$ cat src/rtl/mlc_pkg.sv
package mlc_pkg;

   localparam int MAX_RESULTS = 64;
   localparam int RES_BITS    = $clog2(MAX_RESULTS + 1);
   localparam int CODE_BITS   = 4;
   localparam int CSR_IDX_BITS = 2;

   localparam logic [CODE_BITS-1:0] CODE_LEFT   = 4'd8;
   localparam logic [CODE_BITS-1:0] CODE_RIGHT  = 4'd4;
   localparam logic [CODE_BITS-1:0] CODE_BOTTOM = 4'd2;
   localparam logic [CODE_BITS-1:0] CODE_TOP    = 4'd1;

   typedef enum logic [CSR_IDX_BITS-1:0] {
      REG_X_MIN = 2'd0,
      REG_Y_MIN = 2'd1,
      REG_X_MAX = 2'd2,
      REG_Y_MAX = 2'd3
   } csr_index_type;

   // engine to output stage: a visible piece, or the end of a segment
   typedef struct packed {
      logic valid;
      logic done;
   } mlc_evt_type;

endpackage

$ cat src/rtl/mlc_front.sv
module mlc_front
   import mlc_pkg::*;
#(
   parameter int COORD_BITS = 12
) (
   input  logic                         clock,
   input  logic                         reset,
   input  logic                         req_valid,
   output logic                         req_ready,
   input  logic signed [COORD_BITS-1:0] req_start_x,
   input  logic signed [COORD_BITS-1:0] req_start_y,
   input  logic signed [COORD_BITS-1:0] req_end_x,
   input  logic signed [COORD_BITS-1:0] req_end_y,
   output logic                         seg_valid,
   input  logic                         seg_ready,
   output logic signed [COORD_BITS-1:0] seg_ax,
   output logic signed [COORD_BITS-1:0] seg_ay,
   output logic signed [COORD_BITS-1:0] seg_bx,
   output logic signed [COORD_BITS-1:0] seg_by
);

   localparam int SEG_BITS = 4 * COORD_BITS;

   logic [SEG_BITS-1:0] queue_ff [2];
   logic                wr_ptr_ff, wr_ptr_in;
   logic                rd_ptr_ff, rd_ptr_in;
   logic [1:0]          count_ff, count_in;
   logic                push, pop;

   assign req_ready = (count_ff != 2'd2);
   assign seg_valid = (count_ff != 2'd0);
   assign push      = req_valid && req_ready;
   assign pop       = seg_valid && seg_ready;

   assign {seg_ax, seg_ay, seg_bx, seg_by} = queue_ff[rd_ptr_ff];

   always_comb begin
      wr_ptr_in = push ? ~wr_ptr_ff : wr_ptr_ff;
      rd_ptr_in = pop ? ~rd_ptr_ff : rd_ptr_ff;
      count_in  = count_ff + 2'(push) - 2'(pop);
   end

   always_ff @(posedge clock) begin
      if (reset) begin
         wr_ptr_ff <= 1'b0;
         rd_ptr_ff <= 1'b0;
         count_ff  <= 2'd0;
      end else begin
         wr_ptr_ff <= wr_ptr_in;
         rd_ptr_ff <= rd_ptr_in;
         count_ff  <= count_in;
      end
   end

   always_ff @(posedge clock) begin
      if (push) begin
         queue_ff[wr_ptr_ff] <= {req_start_x, req_start_y, req_end_x, req_end_y};
      end
   end

endmodule

$ cat src/rtl/mlc_engine.sv
module mlc_engine
   import mlc_pkg::*;
#(
   parameter int COORD_BITS  = 12,
   parameter int STACK_DEPTH = 16
) (
   input  logic                         clock,
   input  logic                         reset,
   input  logic signed [COORD_BITS-1:0] window_x_min,
   input  logic signed [COORD_BITS-1:0] window_y_min,
   input  logic signed [COORD_BITS-1:0] window_x_max,
   input  logic signed [COORD_BITS-1:0] window_y_max,
   input  logic                         seg_valid,
   output logic                         seg_ready,
   input  logic signed [COORD_BITS-1:0] seg_ax,
   input  logic signed [COORD_BITS-1:0] seg_ay,
   input  logic signed [COORD_BITS-1:0] seg_bx,
   input  logic signed [COORD_BITS-1:0] seg_by,
   output mlc_evt_type                  evt,
   input  logic                         evt_ready,
   output logic signed [COORD_BITS-1:0] piece_x1,
   output logic signed [COORD_BITS-1:0] piece_y1,
   output logic signed [COORD_BITS-1:0] piece_x2,
   output logic signed [COORD_BITS-1:0] piece_y2
);

   localparam int SEG_BITS  = 4 * COORD_BITS;
   localparam int LVL_BITS  = $clog2(STACK_DEPTH + 1);
   localparam int ADDR_BITS = $clog2(STACK_DEPTH);
   localparam logic [LVL_BITS-1:0] LVL_SPLIT_MAX = LVL_BITS'(STACK_DEPTH - 2);
   localparam logic [RES_BITS-1:0] RES_LIMIT     = RES_BITS'(MAX_RESULTS);

   typedef enum logic [2:0] {
      S_IDLE,
      S_EVAL,
      S_READ,
      S_LOAD,
      S_DONE
   } state_type;

   state_type                   state_ff, state_in;
   logic signed [COORD_BITS-1:0] ax_ff, ay_ff, bx_ff, by_ff;
   logic signed [COORD_BITS-1:0] ax_in, ay_in, bx_in, by_in;
   logic [LVL_BITS-1:0]          level_ff, level_in;
   logic [RES_BITS-1:0]          count_ff, count_in;

   logic [SEG_BITS-1:0]          stack_mem [STACK_DEPTH];
   logic [SEG_BITS-1:0]          rd_data_ff;

   logic [CODE_BITS-1:0]         code_a, code_b;
   logic signed [COORD_BITS:0]   diff_x, diff_y, sum_x, sum_y, adj_x, adj_y;
   logic signed [COORD_BITS-1:0] mid_x, mid_y;
   logic                         is_inside, is_reject, is_short, is_full, do_split;
   logic                         push;
   logic [RES_BITS-1:0]          count_next;

   function automatic logic [CODE_BITS-1:0] outcode(
      input logic signed [COORD_BITS-1:0] x,
      input logic signed [COORD_BITS-1:0] y
   );
      logic [CODE_BITS-1:0] c;
      c = '0;
      if (x < window_x_min) c = c | CODE_LEFT;
      if (x > window_x_max) c = c | CODE_RIGHT;
      if (y < window_y_min) c = c | CODE_BOTTOM;
      if (y > window_y_max) c = c | CODE_TOP;
      return c;
   endfunction

   always_comb begin
      code_a    = outcode(ax_ff, ay_ff);
      code_b    = outcode(bx_ff, by_ff);
      diff_x    = {ax_ff[COORD_BITS-1], ax_ff} - {bx_ff[COORD_BITS-1], bx_ff};
      diff_y    = {ay_ff[COORD_BITS-1], ay_ff} - {by_ff[COORD_BITS-1], by_ff};
      sum_x     = {ax_ff[COORD_BITS-1], ax_ff} + {bx_ff[COORD_BITS-1], bx_ff};
      sum_y     = {ay_ff[COORD_BITS-1], ay_ff} + {by_ff[COORD_BITS-1], by_ff};
      // round toward zero: bump odd negative sums before the shift
      adj_x     = sum_x + (COORD_BITS+1)'(sum_x[COORD_BITS] & sum_x[0]);
      adj_y     = sum_y + (COORD_BITS+1)'(sum_y[COORD_BITS] & sum_y[0]);
      mid_x     = adj_x[COORD_BITS:1];
      mid_y     = adj_y[COORD_BITS:1];
      is_inside = (code_a == '0) && (code_b == '0);
      is_reject = ((code_a & code_b) != '0);
      is_short  = (diff_x >= -(COORD_BITS+1)'(1)) && (diff_x <= (COORD_BITS+1)'(1)) &&
                  (diff_y >= -(COORD_BITS+1)'(1)) && (diff_y <= (COORD_BITS+1)'(1));
      is_full   = (level_ff > LVL_SPLIT_MAX);
      do_split  = !is_inside && !is_reject && !is_short && !is_full;
      count_next = count_ff + RES_BITS'(1);
   end

   assign seg_ready = (state_ff == S_IDLE);
   assign piece_x1  = ax_ff;
   assign piece_y1  = ay_ff;
   assign piece_x2  = bx_ff;
   assign piece_y2  = by_ff;
   assign push      = (state_ff == S_EVAL) && do_split;

   always_comb begin
      state_in  = state_ff;
      ax_in     = ax_ff;
      ay_in     = ay_ff;
      bx_in     = bx_ff;
      by_in     = by_ff;
      level_in  = level_ff;
      count_in  = count_ff;
      evt.valid = 1'b0;
      evt.done  = 1'b0;
      unique case (state_ff)
         S_IDLE: begin
            if (seg_valid) begin
               ax_in    = seg_ax;
               ay_in    = seg_ay;
               bx_in    = seg_bx;
               by_in    = seg_by;
               level_in = '0;
               count_in = '0;
               state_in = S_EVAL;
            end
         end
         S_EVAL: begin
            if (is_inside) begin
               evt.valid = 1'b1;
               if (evt_ready) begin
                  count_in = count_next;
                  if (count_next == RES_LIMIT || level_ff == '0) begin
                     state_in = S_DONE;
                  end else begin
                     level_in = level_ff - LVL_BITS'(1);
                     state_in = S_READ;
                  end
               end
            end else if (do_split) begin
               bx_in    = mid_x;
               by_in    = mid_y;
               level_in = level_ff + LVL_BITS'(1);
            end else if (level_ff == '0) begin
               state_in = S_DONE;
            end else begin
               level_in = level_ff - LVL_BITS'(1);
               state_in = S_READ;
            end
         end
         S_READ: begin
            state_in = S_LOAD;
         end
         S_LOAD: begin
            {ax_in, ay_in, bx_in, by_in} = rd_data_ff;
            state_in = S_EVAL;
         end
         S_DONE: begin
            evt.valid = 1'b1;
            evt.done  = 1'b1;
            if (evt_ready) begin
               state_in = S_IDLE;
            end
         end
         default: begin
            state_in = S_IDLE;
         end
      endcase
   end

   always_ff @(posedge clock) begin
      if (reset) begin
         state_ff <= S_IDLE;
         level_ff <= '0;
         count_ff <= '0;
      end else begin
         state_ff <= state_in;
         level_ff <= level_in;
         count_ff <= count_in;
      end
      ax_ff <= ax_in;
      ay_ff <= ay_in;
      bx_ff <= bx_in;
      by_ff <= by_in;
   end

   always_ff @(posedge clock) begin
      if (push) begin
         stack_mem[level_ff[ADDR_BITS-1:0]] <= {mid_x, mid_y, bx_ff, by_ff};
      end
      if (state_ff == S_READ) begin
         rd_data_ff <= stack_mem[level_ff[ADDR_BITS-1:0]];
      end
   end

endmodule

$ cat src/rtl/mlc_emit.sv
module mlc_emit
   import mlc_pkg::*;
#(
   parameter int COORD_BITS = 12
) (
   input  logic                         clock,
   input  logic                         reset,
   input  mlc_evt_type                  evt,
   output logic                         evt_ready,
   input  logic signed [COORD_BITS-1:0] piece_x1,
   input  logic signed [COORD_BITS-1:0] piece_y1,
   input  logic signed [COORD_BITS-1:0] piece_x2,
   input  logic signed [COORD_BITS-1:0] piece_y2,
   output logic                         rsp_valid,
   input  logic                         rsp_ready,
   output logic signed [COORD_BITS-1:0] rsp_piece_x1,
   output logic signed [COORD_BITS-1:0] rsp_piece_y1,
   output logic signed [COORD_BITS-1:0] rsp_piece_x2,
   output logic signed [COORD_BITS-1:0] rsp_piece_y2,
   output logic                         rsp_visible,
   output logic                         rsp_last
);

   localparam int SEG_BITS = 4 * COORD_BITS;

   // one visible piece is held back until it is known whether it is the last
   logic                held_valid_ff, held_valid_in;
   logic [SEG_BITS-1:0] held_ff, held_in;
   logic                out_valid_ff, out_valid_in;
   logic [SEG_BITS-1:0] out_seg_ff, out_seg_in;
   logic                out_vis_ff, out_vis_in;
   logic                out_last_ff, out_last_in;
   logic                take;

   assign evt_ready = !out_valid_ff || rsp_ready;
   assign take      = evt.valid && evt_ready;

   always_comb begin
      held_valid_in = held_valid_ff;
      held_in       = held_ff;
      out_valid_in  = out_valid_ff && !rsp_ready;
      out_seg_in    = out_seg_ff;
      out_vis_in    = out_vis_ff;
      out_last_in   = out_last_ff;
      if (take) begin
         if (evt.done) begin
            out_valid_in  = 1'b1;
            out_vis_in    = held_valid_ff;
            out_last_in   = 1'b1;
            out_seg_in    = held_valid_ff ? held_ff : '0;
            held_valid_in = 1'b0;
         end else begin
            if (held_valid_ff) begin
               out_valid_in = 1'b1;
               out_vis_in   = 1'b1;
               out_last_in  = 1'b0;
               out_seg_in   = held_ff;
            end
            held_valid_in = 1'b1;
            held_in       = {piece_x1, piece_y1, piece_x2, piece_y2};
         end
      end
   end

   always_ff @(posedge clock) begin
      if (reset) begin
         held_valid_ff <= 1'b0;
         out_valid_ff  <= 1'b0;
      end else begin
         held_valid_ff <= held_valid_in;
         out_valid_ff  <= out_valid_in;
      end
      held_ff     <= held_in;
      out_seg_ff  <= out_seg_in;
      out_vis_ff  <= out_vis_in;
      out_last_ff <= out_last_in;
   end

   assign rsp_valid   = out_valid_ff;
   assign rsp_visible = out_vis_ff;
   assign rsp_last    = out_last_ff;
   assign {rsp_piece_x1, rsp_piece_y1, rsp_piece_x2, rsp_piece_y2} = out_seg_ff;

endmodule

$ cat src/rtl/midpoint_line_clipper_unit.sv
// Midpoint subdivision line clipper.
// req_ channel: one segment per transaction (start and end point, signed).
// rsp_ channel: the visible pieces of that segment in subdivision order, the
//   final one flagged by rsp_last; a segment with no visible part gives one
//   transaction with rsp_visible low, rsp_last high and zero coordinates.
// csr_ channel: window edges, csr_index 0..3 = x_min, y_min, x_max, y_max.
//   Always ready; write only while no segment is in flight.
// A two-entry input queue decouples the request side from the subdivision
// engine. The engine evaluates one piece per cycle unless the output stalls
// it; a split keeps the first half and pushes the second onto the pending
// stack, and each pop first reads the stack memory in S_READ and S_LOAD.
// A segment never gives more results than 64. The first result appears
// the cycle after the second visible piece is evaluated or the segment
// completes, since each piece is held one step to set rsp_last.
// Reset: window returns to 0,0..639,479, queue and engine empty.
// When rsp_ready is low the engine stalls at its next result; the input
// queue keeps accepting until it holds two segments.
module midpoint_line_clipper_unit
   import mlc_pkg::*;
#(
   parameter int COORD_BITS  = 12,
   parameter int STACK_DEPTH = 16
) (
   input  logic                         clock,
   input  logic                         reset,
   input  logic                         csr_valid,
   output logic                         csr_ready,
   input  logic [CSR_IDX_BITS-1:0]      csr_index,
   input  logic [COORD_BITS-1:0]        csr_data,
   input  logic                         req_valid,
   output logic                         req_ready,
   input  logic signed [COORD_BITS-1:0] req_start_x,
   input  logic signed [COORD_BITS-1:0] req_start_y,
   input  logic signed [COORD_BITS-1:0] req_end_x,
   input  logic signed [COORD_BITS-1:0] req_end_y,
   output logic                         rsp_valid,
   input  logic                         rsp_ready,
   output logic signed [COORD_BITS-1:0] rsp_piece_x1,
   output logic signed [COORD_BITS-1:0] rsp_piece_y1,
   output logic signed [COORD_BITS-1:0] rsp_piece_x2,
   output logic signed [COORD_BITS-1:0] rsp_piece_y2,
   output logic                         rsp_visible,
   output logic                         rsp_last
);

   logic signed [COORD_BITS-1:0] x_min_ff, y_min_ff, x_max_ff, y_max_ff;
   logic                         seg_valid, seg_ready;
   logic signed [COORD_BITS-1:0] seg_ax, seg_ay, seg_bx, seg_by;
   mlc_evt_type                  evt;
   logic                         evt_ready;
   logic signed [COORD_BITS-1:0] piece_x1, piece_y1, piece_x2, piece_y2;

   assign csr_ready = 1'b1;

   always_ff @(posedge clock) begin
      if (reset) begin
         x_min_ff <= '0;
         y_min_ff <= '0;
         x_max_ff <= COORD_BITS'(639);
         y_max_ff <= COORD_BITS'(479);
      end else if (csr_valid && csr_ready) begin
         unique case (csr_index_type'(csr_index))
            REG_X_MIN: x_min_ff <= csr_data;
            REG_Y_MIN: y_min_ff <= csr_data;
            REG_X_MAX: x_max_ff <= csr_data;
            REG_Y_MAX: y_max_ff <= csr_data;
            default: ;
         endcase
      end
   end

   mlc_front #(
      .COORD_BITS (COORD_BITS)
   ) u_front (
      .clock       (clock),
      .reset       (reset),
      .req_valid   (req_valid),
      .req_ready   (req_ready),
      .req_start_x (req_start_x),
      .req_start_y (req_start_y),
      .req_end_x   (req_end_x),
      .req_end_y   (req_end_y),
      .seg_valid   (seg_valid),
      .seg_ready   (seg_ready),
      .seg_ax      (seg_ax),
      .seg_ay      (seg_ay),
      .seg_bx      (seg_bx),
      .seg_by      (seg_by)
   );

   mlc_engine #(
      .COORD_BITS  (COORD_BITS),
      .STACK_DEPTH (STACK_DEPTH)
   ) u_engine (
      .clock        (clock),
      .reset        (reset),
      .window_x_min (x_min_ff),
      .window_y_min (y_min_ff),
      .window_x_max (x_max_ff),
      .window_y_max (y_max_ff),
      .seg_valid    (seg_valid),
      .seg_ready    (seg_ready),
      .seg_ax       (seg_ax),
      .seg_ay       (seg_ay),
      .seg_bx       (seg_bx),
      .seg_by       (seg_by),
      .evt          (evt),
      .evt_ready    (evt_ready),
      .piece_x1     (piece_x1),
      .piece_y1     (piece_y1),
      .piece_x2     (piece_x2),
      .piece_y2     (piece_y2)
   );

   mlc_emit #(
      .COORD_BITS (COORD_BITS)
   ) u_emit (
      .clock        (clock),
      .reset        (reset),
      .evt          (evt),
      .evt_ready    (evt_ready),
      .piece_x1     (piece_x1),
      .piece_y1     (piece_y1),
      .piece_x2     (piece_x2),
      .piece_y2     (piece_y2),
      .rsp_valid    (rsp_valid),
      .rsp_ready    (rsp_ready),
      .rsp_piece_x1 (rsp_piece_x1),
      .rsp_piece_y1 (rsp_piece_y1),
      .rsp_piece_x2 (rsp_piece_x2),
      .rsp_piece_y2 (rsp_piece_y2),
      .rsp_visible  (rsp_visible),
      .rsp_last     (rsp_last)
   );

endmodule

$ cat config.mk
export PLATFORM = sky130hd
export DESIGN_NAME = midpoint_line_clipper_unit
export DESIGN_NICKNAME = d
export VERILOG_FILES = /design/src/rtl/mlc_pkg.sv /design/src/rtl/mlc_front.sv /design/src/rtl/mlc_engine.sv /design/src/rtl/mlc_emit.sv /design/src/rtl/midpoint_line_clipper_unit.sv
export SDC_FILE = /design/constraint.sdc
export NUM_CORES = 1
export LEC_CHECK = 0
export BUFFER_PORTS_ARGS = -buffer_cell sky130_fd_sc_hd__buf_2
export CORE_UTILIZATION = 30
export DETAILED_ROUTE_END_ITERATION = 8
export GPL_ROUTABILITY_DRIVEN = 0
export HOLD_SLACK_MARGIN = 0.02
export PLACE_DENSITY_LB_ADDON = 0.1
export RECOVER_POWER = 100
export SLEW_MARGIN = 5
export SYNTH_ARGS = -nofsm -noshare
export SYNTH_HDL_FRONTEND = slang
export SYNTH_SLANG_ARGS = --single-unit
$ cat constraint.sdc
create_clock -name clock -period 5.3 [get_ports clock]
set_input_delay 0.265 -clock clock [delete_from_list [all_inputs] [get_ports clock]]
set_output_delay 0.265 -clock clock [all_outputs]
set_load 0.01 [all_outputs]
Yosys cells after proc, flatten, opt, wreduce, memory -nomap -nowiden

Memory sizes are Yosys's and may differ from the RTL's. A register that Yosys moved wholly into a read port is not among the register bits.
Cells that the tools add are included.

Bits in registers: 215
Memory bits (writable): 864
Input port bits: 67
Output and inout bits: 53
Logic and storage cells: 171
Memories kept: 2

$add $sub $neg: 11
$lt $le $gt $ge: 13
Eq/ne operators: 19
Multiplexer cells: 58
Bitwise logic cells: 6
Reduce and logical (&&, ||, !) cells: 42

Memories:

| name               | words | width | rd ports | clocked after memory_dff | wr ports | RTL line         | text |
|---|---|---|---|---|---|---|---|
| u_engine.stack_mem | 16    | 48    | 1        | 1                        | 1        | mlc_engine.sv:47 | `logic [SEG_BITS-1:0] stack_mem [STACK_DEPTH];` |
| u_front.queue_ff   | 2     | 48    | 1        | 1                        | 1        | mlc_front.sv:24  | `logic [SEG_BITS-1:0] queue_ff [2];` |

Operators with widths:

| operator                                                                             | number |
|---|---|
| 48-bit two-way mux                                                                   | 3 |
| 12-bit two-way mux                                                                   | 8 |
| 12-bit case mux with 3 select lines                                                  | 2 |
| 12-bit greater-than comparator                                                       | 4 |
| 12-bit < comparator                                                                  | 4 |
| 12-bit case mux with 2 select lines                                                  | 2 |
| 5-bit two-way mux                                                                    | 6 |
| 3-bit two-way mux                                                                    | 9 |
| 12-bit by 12-bit adder with 13-bit output                                            | 2 |
| 13-bit adder                                                                         | 2 |
| 13-bit by 1-bit greater-or-equal comparator with 1-bit output, second input constant | 2 |
| 13-bit by 2-bit less-or-equal comparator with 1-bit output, second input constant    | 2 |
| 12-bit by 12-bit subtractor with 13-bit output                                       | 2 |
| 7-bit two-way mux                                                                    | 3 |
| 1-bit two-way mux                                                                    | 17 |
| 3-bit case mux with 5 select lines                                                   | 1 |
| 7-bit case mux with 2 select lines                                                   | 1 |
| 2-bit AND reduction                                                                  | 7 |
| 1-bit logical AND                                                                    | 12 |
| 4-bit AND reduction                                                                  | 3 |
| 2-bit by 1-bit != test with 1-bit output, second input constant                      | 5 |
| 5-bit case mux with 2 select lines                                                   | 1 |
| 4-bit zero test                                                                      | 2 |
| 4-bit two-way mux                                                                    | 2 |
| other kinds (30)                                                                     | 47 |

Longest topological paths before layout

Gate-level depths: netlist of the first run.

Depth in word-level cells: 14
Depth in mapped cells: 17
Gate-level depth less buffers: 17

By module

From an unflattened synthesis of the first run, not the netlist that was laid out.

Cell total of the unflattened synthesis: 2680
Area total of the unflattened synthesis: 47855.9 µm²

By module, submodules not included:

| module                     | instances | cells an instance | area an instance (µm²) |
|---|---|---|---|
| mlc_engine                 | 1         | 2150              | 38679.6 |
| mlc_front                  | 1         | 178               | 3806.2 |
| mlc_emit                   | 1         | 162               | 3403.3 |
| midpoint_line_clipper_unit | 1         | 190               | 1966.9 |

Least setup slack after synthesis of the first run

OpenSTA, ideal clock, no wires.

Path type: reg-to-reg
Start point: register u_engine.by_ff[11] (netlist: u_engine.piece_y2[11])
End point: register u_emit.out_seg_ff[0], enable pin
Arrival time: 5.184 ns
Required time: 4.826 ns
Path slack: -0.358 ns
Cell stages (with the launch flop): 12
Period minus slack after synthesis: 5.658 ns
Cell sequence: edfxtp_1 ha_1 inv_1 or4_1 a221o_1 o211ai_1 nand4_1 nor4_1 and2_1 buf_2 nand3_1 a21oi_1

Cells in the longest elaborated chain, start to end: 8

Ends and longest elaborated chain:

| what                                                                         | RTL line                           | text |
|---|---|---|
| from (decl)                                                                  | mlc_engine.sv:42                   | `logic signed [COORD_BITS-1:0] ax_ff, ay_ff, bx_ff, by_ff;` |
| from (signal assigned)                                                       | mlc_engine.sv:176                  | `by_ff <= by_in;` |
| 12-bit greater-than comparator / 12-bit < comparator (equally long branches) | mlc_engine.sv:66, mlc_engine.sv:65 |  |
| 1-bit two-way mux / 2-bit two-way mux (equally long branches)                | mlc_engine.sv:66, mlc_engine.sv:65 |  |
| 4-bit zero test *                                                            | mlc_engine.sv:82                   | `is_inside = (code_a == '0) && (code_b == '0);` |
| 1-bit logical AND *                                                          | mlc_engine.sv:82                   |  |
| 1-bit two-way mux *                                                          | mlc_engine.sv:121                  | `if (is_inside) begin` |
| 1-bit case mux with 2 select lines *                                         | mlc_engine.sv:108                  | `unique case (state_ff)` |
| 1-bit logical AND *                                                          | mlc_emit.sv:36                     | `assign take = evt.valid && evt_ready;` |
| 2-bit AND reduction (no line) *                                              | -                                  |  |
| to (signal assigned)                                                         | mlc_emit.sv:74                     | `out_seg_ff <= out_seg_in;` |
| to (decl)                                                                    | mlc_emit.sv:30                     | `logic [SEG_BITS-1:0] out_seg_ff, out_seg_in;` |

Every way passes the cells marked *; elsewhere a longest branch is shown, timed or not.
A chain may end at the register's enable or synchronous reset.

==> out/metrics.yaml, run 1 <==
synth_top_cell_area_share_pct: 66.9
cts_num_sinks: 1128
worstRegToRegCells: 4
num_rows: 145
syn-num-nets: 2937
multi_input_area_um2: 13300
syn_inst: 2716
finalHoldViolCount: 0
grt_usage_pct: 17.9
p_int_mw: 23.4
drive_gt1_share_pct: 18.2
ys_ff_latch: 1128
dpl_cell_area_um2: 51800
relSlewSlack_pct: -79.0
status: "finished with violations"
power-per-cell-area_nw_per_um2: 670
grt_pass1_vias: 27000
p_leak_nw: 18.3
wire_per_inst_um: 27.5
finalWirelength_um: 143000
switching_share_pct: 37.8
fin_area_um2: 56000
hold_path_end: "y_max_ff[0]"
cts_buffers: 132
critPathCaptureType: "register"
async_reset_ff_share_pct: 0
ctsHoldBuffers: 64
hpwl_um: 95000
yosysTopAreaCell: "edfxtp_1"
io_pins: 120
via_per_inst: 5.01
cp-start-kind: "register"
synth_area_leaders: "edfxtp_1 (67%), mux4_2 (11%), ha_1 (4.0%)"
cp.arrival_ns: 5.42
violations: "capacitance limit, slew limit"
setup_viol: 0
skew_ns: 0.0263
dr.pass1.iters: 5
num_antenna_cells: 0
ir_drop_mv: 0.489
r2r_start: "u_engine.level_ff[1]"
timing.rr.end: "u_engine.rd_data_ff[25]"
grt_max_degree: 146
drv_cap: 8
hold_path_class: "in -> reg"
io_buffer_count: 118
syn_to_final_growth_pct: 18.0
placed_cells: 4899
insertion_delay_ns: 0.77
antenna_found_initial: 12
start_util_pct: 30.3
combPwrFrac_pct: 37.9
die_x_um: 400
ctsResizeCount: 0
overflow: 0
synth-edff-count: 1058
cp.required_ns: 5.77
fmax_mhz: 202
stdcell_count: 5201
die_h_um: 400
post-route-period-util_pct: 93.5
ys_warn_count: 0
min_delay_path_depth: 4
clockRootBuffer: "clkbuf_16"
syn_avg_cell_area_um2: 17.5
syn_area_um2: 47500
drc: 0
drt-initial-drc-count: 2079
die-area_um2: 160000
pwr-share-clk_pct: 24.0
core_area_um2: 157000
cp_max_fo: 145
pwr-share-seq_pct: 38.1
hold_path_startpoint: "csr_index[0]"
synth_ff_type: "edfxtp_1"
htree_levels: 4
clkTransAtPathRegs_ns: 0.06
fin_crit_ns: 4.96
power.switching_mw: 14.2
grt_pass1_wl_um: 202000
path_class: "reg -> reg"
ant_nets: 0
ys_seq_area_share_pct: 69.9
worstSetupStartpoint: "u_engine.level_ff[1]"
clockBufferDepth: 3
finalMaxSlewViolations: 387
rrSetupSlack_ns: 0.34
area.sequential_um2: 33200
via_count: 26100
synth_cell_type_count: 93
tightest_slew_ns: 2.69
hold_slack_ns: 0.0885
rsz0062_at_grt: "no"
cts_tree: "built"
post_cts_buffers: 0
nets: 3260
fill_cells: 14700
## placed cells by master (no fill, tap or decap), drive strengths merged, types with 6 or more instances in the layout
master | synthesis | routed
edfxtp | 1058 | 1058
clkbuf | 82 | 317
mux4 | 240 | 240
ha | 150 | 150
nor2 | 146 | 146
inv | 114 | 122
a21oi | 111 | 111
nand2 | 98 | 98
buf | 36 | 85
nor2b | 82 | 82
dfxtp | 70 | 70
dlygate4sd3 | 0 | 64
mux2i | 63 | 63
clkinv | 0 | 56
o21ai | 42 | 42
xnor2 | 37 | 37
nand3 | 29 | 29
a211oi | 29 | 29
nor3 | 28 | 28
and3 | 24 | 24
nand3b | 19 | 19
nand2b | 18 | 18
xor2 | 18 | 18
a21o | 17 | 17
a31oi | 15 | 15
nand4 | 14 | 14
nor4 | 13 | 13
or3 | 13 | 13
a2111oi | 12 | 12
o21bai | 11 | 11
a211o | 11 | 11
bufinv | 0 | 11
o211ai | 10 | 10
or4 | 10 | 10
and2 | 10 | 10
nor3b | 8 | 8
o21a | 8 | 8
or2 | 6 | 6
## critical path, cell delays in order, from the launching register on
cell	delay (ns)
dfxtp_1	0.40
clkbuf_4	1.94
clkbuf_4	1.16
mux4_2	0.45
mux4_2	0.61
## worst max path at each step
stage | to | slack, ns | depth (start not counted)
final | u_engine.rd_data_ff[25] | 0.34 | 4
after global routing | u_engine.stack_mem[14][40] | 0.09 | 17
after CTS | u_engine.stack_mem[13][1] | 0.34 | 15
after detailed placement | u_engine.stack_mem[13][9] | 0.37 | 15
after global placement | u_engine.stack_mem[13][6] | 0.43 | 15
after floorplan | u_engine.stack_mem[12][0] | -0.34 | 14
## layer usage
metal  global-route usage, %  vias up  share of wire (%)
li1                        -    11400                  -
met1                    25.7    13800                 47
met2                    28.7      690                 47
met3                    2.61      159                4.4
met4                    4.16        0                1.8
met5                       0        -                  0
## final cells by class
class	instances	area share (%)
flip-flops and latches	1128	59.2
well taps	2058	4.60
clock buffers	158	6.20
multi-input cells	1355	23.8
clock inverters	80	1.47
inverters	114	0.764
repair buffers	308	3.94
## registers in the layout, indices dropped and copies added (netlist names), 2 cells and up, named ones only
name / cells
y_max_ff: 12
u_engine.state_ff: 3
u_emit.out_seg_ff: 48
u_engine.piece_x1: 12
x_min_ff: 12
u_engine.piece_y1: 12
u_engine.stack_mem: 768
y_min_ff: 12
u_engine.level_ff: 5
u_front.queue_ff: 96
u_engine.piece_y2: 12
x_max_ff: 12
u_emit.held_ff: 48
u_engine.piece_x2: 12
u_engine.rd_data_ff: 48
u_engine.count_ff: 7
u_front.count_ff: 2
## power groups by stage
stage | Sequential, mW | Combinational, mW | Clock [mW]
2_1_floorplan | 14.1 | 8.33 | 0
3_3_place_gp | 14.4 | 14.5 | 0
3_5_place_dp | 14.4 | 14.7 | 0
4_1_cts | 14.2 | 14.8 | 9.27
5_1_grt | 14.4 | 15.4 | 9.59
6_report | 14.3 | 14.2 | 9.01
## stage by stage
stage | TNS, ns | power [mW] | util, % | setup slack, ns
detailed placement | 0 | 29.1 | 33.1 | 0.374
global placement | 0 | 28.9 | 33.1 | 0.429
CTS | 0 | 38.3 | 36.2 | 0.338
global route | 0 | 39.5 | 35.8 | 0.0932
floorplan | -65.13 | 22.4 | - | -0.339
finish | 0 | 37.5 | 35.8 | 0.344
## cells in the mapped netlist (14+ instances only)
cell type	number
ha_1	150
nand2b_1	18
nor2b_1	82
xnor2_1	37
and3_1	22
nand4_1	14
o21ai_0	40
a21o_1	14
a21oi_1	109
a31oi_1	14
clkbuf_1	77
buf_1	26
nor3_1	27
xor2_1	18
a211oi_1	28
nand3_1	29
edfxtp_1	1058
dfxtp_1	70
mux2i_1	63
nor2_1	145
inv_1	114
nand3b_1	18
nand2_1	98
mux4_2	240
## cells by family after synthesis
family | share of synthesized area, %
other cells | 0.00790
simple gates | 5.82
fa+ha+maj | 4.12
flops | 69.9
mux | 12.7
xor+xnor | 1.01
compound gates | 4.33
buf+inv | 2.08
Power figures use the tool's default switching activity.
==> inputs of run 2 (changes only) <==
--- a/config.mk
+++ b/config.mk
@@ -6,4 +6,5 @@
 export NUM_CORES = 1
 export LEC_CHECK = 0
+export ABC_CLOCK_PERIOD_IN_PS = 5300
 export BUFFER_PORTS_ARGS = -buffer_cell sky130_fd_sc_hd__buf_2
 export CORE_UTILIZATION = 30
==> constraint.sdc (replaced) <==
create_clock -name clock -period 5.3 [get_ports clock]
set_input_delay 0 -clock clock [delete_from_list [all_inputs] [get_ports clock]]
set_output_delay 0 -clock clock [all_outputs]
set_load 0.01 [all_outputs]
==> out/metrics.yaml, run 2 (synthesis results as in run 1) <==
status: "finished with violations"
violations: "capacitance limit, slew limit"
p_int_mw: 23.4
syn_to_final_growth_pct: 19.4
core_area_um2: 157000
final_common_cell: "edfxtp_1"
die_x_um: 400
grt_pass1_vias: 27300
switching_share_pct: 37.7
start_util_pct: 30.3
drt-initial-drc-count: 2123
tightest_slew_ns: 2.67
min_delay_path_depth: 4
die_h_um: 400
drive_gt1_share_pct: 19.0
power.switching_mw: 14.2
post-route-period-util_pct: 93.8
largest_register_ffs: 768
insertion_delay_ns: 0.77
skew_ns: 0.0267
rsz0062_at_grt: "no"
drc: 0
wire_per_inst_um: 27.2
finalWirelength_um: 143000
finalHoldViolCount: 0
via_per_inst: 4.99
pwr-share-seq_pct: 38.1
cp.required_ns: 5.77
clockBufferDepth: 3
fin_crit_ns: 4.97
critPathCaptureType: "register"
clkTransAtPathRegs_ns: 0.06
ant_nets: 0
die-area_um2: 160000
p_leak_nw: 18.6
layout_common_cells: "edfxtp_1 (1058), mux4_2 (240), ha_1 (150)"
cp_max_fo: 145
path_class: "reg -> reg"
grt_max_degree: 146
io_buffer_count: 118
overflow: 0
fin_area_um2: 56700
cts_buffers: 132
pwr-share-clk_pct: 24.0
stdcell_count: 5260
dpl_cell_area_um2: 51800
placed_cells: 4899
cp-start-kind: "register"
num_rows: 145
htree_levels: 4
relSlewSlack_pct: -78.0
clockRootBuffer: "clkbuf_16"
cts_num_sinks: 1128
antenna_found_initial: 11
grt_usage_pct: 18.0
cts_tree: "built"
finalMaxSlewViolations: 354
dr.pass1.iters: 5
hold_path_class: "in -> reg"
setup_viol: 0
via_count: 26300
fmax_mhz: 201
drv_cap: 7
power-per-cell-area_nw_per_um2: 663
ctsResizeCount: 0
hpwl_um: 95000
worstRegToRegCells: 4
nets: 3318
cp.arrival_ns: 5.44
grt_pass1_wl_um: 203000
ir_drop_mv: 0.482
io_pins: 120
combPwrFrac_pct: 37.9
==> run 2: cell count changes in the layout (fill, tap and decap cells not counted) <==
cell | before | now
dlygate4sd3_1 | 64 | 122
buf_2 | 23 | 58
buf_4 | 33 | 32
diode_2 | 0 | 1
clkbuf_1 | 157 | 123
==> run 2: power groups by stage <==
stage	registers, mW	clock network [mW]	logic (mW)
after CTS	14.2	9.27	14.8
final	14.3	9.01	14.2
after global routing	14.4	9.60	15.5
after detailed placement	14.4	0	14.7
after floorplan	14.1	0	8.33
after global placement	14.4	0	14.5
==> run 2: layout make-up <==
class	instances	area [um2]
tap	2058	2570
clock buffer	158	3470
sequential	1128	33200
inverter	114	428
clock inverter	80	822
timing repair buffer	366	2830
antenna	1	2.50
fill	14600	99900
multi-input combinational	1355	13300
==> run 2: per-layer routing <==
layer	global-route usage, %	vias up	part of all wire, %
met5	0	-	0
met4	4.13	0	1.8
met3	2.64	154	4.1
met2	28.8	616	47
met1	25.7	14000	47
li1	-	11500	-
==> run 2: final timing paths <==
| check | startpoint | end | slack [ns] |
|---|---|---|---|
| setup / recovery | u_engine.level_ff[1] | u_engine.rd_data_ff[25] | 0.33 |
| hold / removal | csr_data[2] | y_min_ff[2] | 0.12 |
| setup reg to reg | u_engine.level_ff[1] | u_engine.rd_data_ff[25] | 0.33 |
| hold reg to reg | y_max_ff[9] | y_max_ff[9] | 0.46 |
==> run 2: stage by stage <==
stage / util [%] / setup WS (ns) / power [mW] / setup TNS [ns] / hold slack [ns]
3_5_place_dp: 33.1 / 0.374 / 29.1 / 0 / 0.191
5_1_grt: 36.2 / 0.0932 / 39.5 / 0 / 0.0991
2_1_floorplan: - / -0.339 / 22.4 / -65.13 / 0.0989
6_report: 36.2 / 0.330 / 37.6 / 0 / 0.120
3_3_place_gp: 33.1 / 0.429 / 28.9 / 0 / 0.188
4_1_cts: 36.6 / 0.338 / 38.4 / 0 / 0.0530
==> run 2: repair_timing <==
item,CTS,global route
hold buffers,122,0
hold endpoints to repair,185,0
endpoints found under the setup margin,0,0
setup buffers,0,0
==> run 2: worst max-delay path, cell delays in order (launching register included) <==
cell	delay (ns)
dfxtp_1	0.40
clkbuf_4	1.94
clkbuf_4	1.16
mux4_2	0.45
mux4_2	0.61
==> inputs of run 3 (changes only) <==
- CORE_MARGIN: default -> 10
- RECOVER_POWER: 100 -> default
- SETUP_SLACK_MARGIN: default -> 0.5
==> out/metrics.yaml, run 3 (synthesis results as in run 1) <==
status: "finished, final reports clean"
post-route-period-util_pct: 84.5
combPwrFrac_pct: 39.2
fill_cells: 14700
overflow: 0
finalMaxSlewViolations: 0
largest_register_ffs: 768
cp-start-kind: "register"
drt-initial-drc-count: 2028
htree_levels: 3
critPathMaxStageDelay_ns: 0.50
switching_share_pct: 37.3
crit_buf_inv: 5
clockRootBuffer: "clkbuf_16"
dpl_cell_area_um2: 51600
syn_to_final_growth_pct: 19.2
placed_cells: 4889
setup_viol: 0
die_x_um: 418
grt_max_degree: 146
stdcell_count: 5219
ir_drop_mv: 0.538
cpLargestDelayFamily: "compound AO/OA/AOI/OAI gates"
cp.arrival_ns: 4.89
start_util_pct: 30.3
via_count: 25800
cp_max_fo: 22
pwr-share-seq_pct: 38.4
clkTransAtPathRegs_ns: 0.07
drc: 0
dr.pass1.iters: 6
layout_common_cells: "edfxtp_1 (1058), mux4_2 (240), ha_1 (150)"
hold_path_class: "in -> reg"
cpMostUsedCell: "buf_4"
cts_num_sinks: 1128
crit_chain: "ha_1 -> inv_1 -> or4_1 -> a221o_1 -> o211ai_1 -> o21ai_0 -> a2111oi_1 -> buf_4 -> nand3b_2 -> nor2_1 -> buf_4 -> nand3_1 -> buf_4 -> nor2_4 -> buf_12"
cts_tree: "built"
num_rows: 145
slowest_stage: "edfxtp_1"
insertion_delay_ns: 0.73
p_leak_nw: 18.7
io_buffer_count: 118
relSlewSlack_pct: 20.9
die-area_um2: 175000
drv_cap: 0
nets: 3294
fmax_mhz: 223
total_power_mw: 36.7
io_pins: 120
finalHoldViolCount: 0
rsz0062_at_grt: "yes"
finalWirelength_um: 139000
core_area_um2: 157000
min_delay_path_depth: 2
grt_usage_pct: 15.7
grt_pass1_wl_um: 200000
pwr-share-clk_pct: 22.3
pre_cts_ws_ns: 0.585
fin_crit_ns: 4.48
wire_per_inst_um: 26.6
drive_gt1_share_pct: 22.3
die_h_um: 418
ant_nets: 0
antenna_found_initial: 10
power.switching_mw: 13.7
critPathCaptureType: "register"
path_class: "reg -> reg"
cts_buffers: 118
crit_cells: 15
tightest_slew_ns: 1.18
p_int_mw: 23.0
via_per_inst: 4.94
tns_ns: 0
hpwl_um: 92400
worstRegToRegCells: 15
skew_ns: 0.0271
worst_slack_ns: 0.824
power-per-cell-area_nw_per_um2: 648
fin_area_um2: 56600
grt_pass1_vias: 27200
clockBufferDepth: 3
final_common_cell: "edfxtp_1"
cp.required_ns: 5.71
[run 3: path summary, 6_finish.rpt]
path,startpoint,to,slack [ns]
setup / recovery,u_engine.piece_y1[11],u_engine.stack_mem[15][43],0.82
hold / removal,req_end_x[7],u_front.queue_ff[0][19],0.08
setup reg to reg,u_engine.piece_y1[11],u_engine.stack_mem[15][43],0.82
hold reg to reg,y_max_ff[11],y_max_ff[11],0.46
[run 3: metrics by stage]
step / utilization [%] / hold slack, ns
6_report: 36.1 / 0.0815
5_1_grt: 36.1 / 0.0579
4_1_cts: 36.1 / 0.0261
3_5_place_dp: 32.9 / 0.192
3_3_place_gp: 32.9 / 0.187
2_1_floorplan: - / 0.0989
[run 3: layout make-up]
cell class	instances	area [um2]	area share, %
clock buffer	138	3030	5.35
tap	2058	2570	4.55
timing repair buffer	356	3130	5.54
clock inverter	67	744	1.32
sequential	1128	33200	58.6
inverter	114	428	0.756
antenna	3	7.51	0.0133
multi-input combinational	1355	13500	23.8
[run 3: repair_timing]
item                       in CTS  in global routing
setup buffers                   0                  1
hold endpoints to repair      184                  0
hold buffers                  121                  0
gates resized for setup         0                  3
setup endpoints to repair       0                211
[run 3: power groups by stage]
stage	combinational, mW	clock [mW]	sequential (mW)
floorplan	8.33	0	14.1
global placement	14.3	0	14.3
detailed placement	14.4	0	14.3
CTS	14.6	8.45	14.1
global route	15.7	8.77	14.2
finish	14.4	8.19	14.1
[run 3: layer usage]
| metal | GRT usage (%) | vias up | share of wire [%] |
|---|---|---|---|
| met4 | 4.50 | 0 | 2.4 |
| met5 | 0 | - | 0 |
| met1 | 21.0 | 13600 | 44 |
| li1 | - | 11500 | - |
| met3 | 2.03 | 179 | 3.6 |
| met2 | 26.6 | 570 | 49 |
[run 3: worst reg2reg max path, cell delays in order (launching register included)]
cell,delay [ns]
edfxtp_1,0.50
ha_1,0.36
inv_1,0.07
or4_1,0.40
a221o_1,0.28
o211ai_1,0.45
o21ai_0,0.19
a2111oi_1,0.43
buf_4,0.20
nand3b_2,0.14
nor2_1,0.12
buf_4,0.26
nand3_1,0.12
buf_4,0.21
nor2_4,0.20
buf_12,0.22
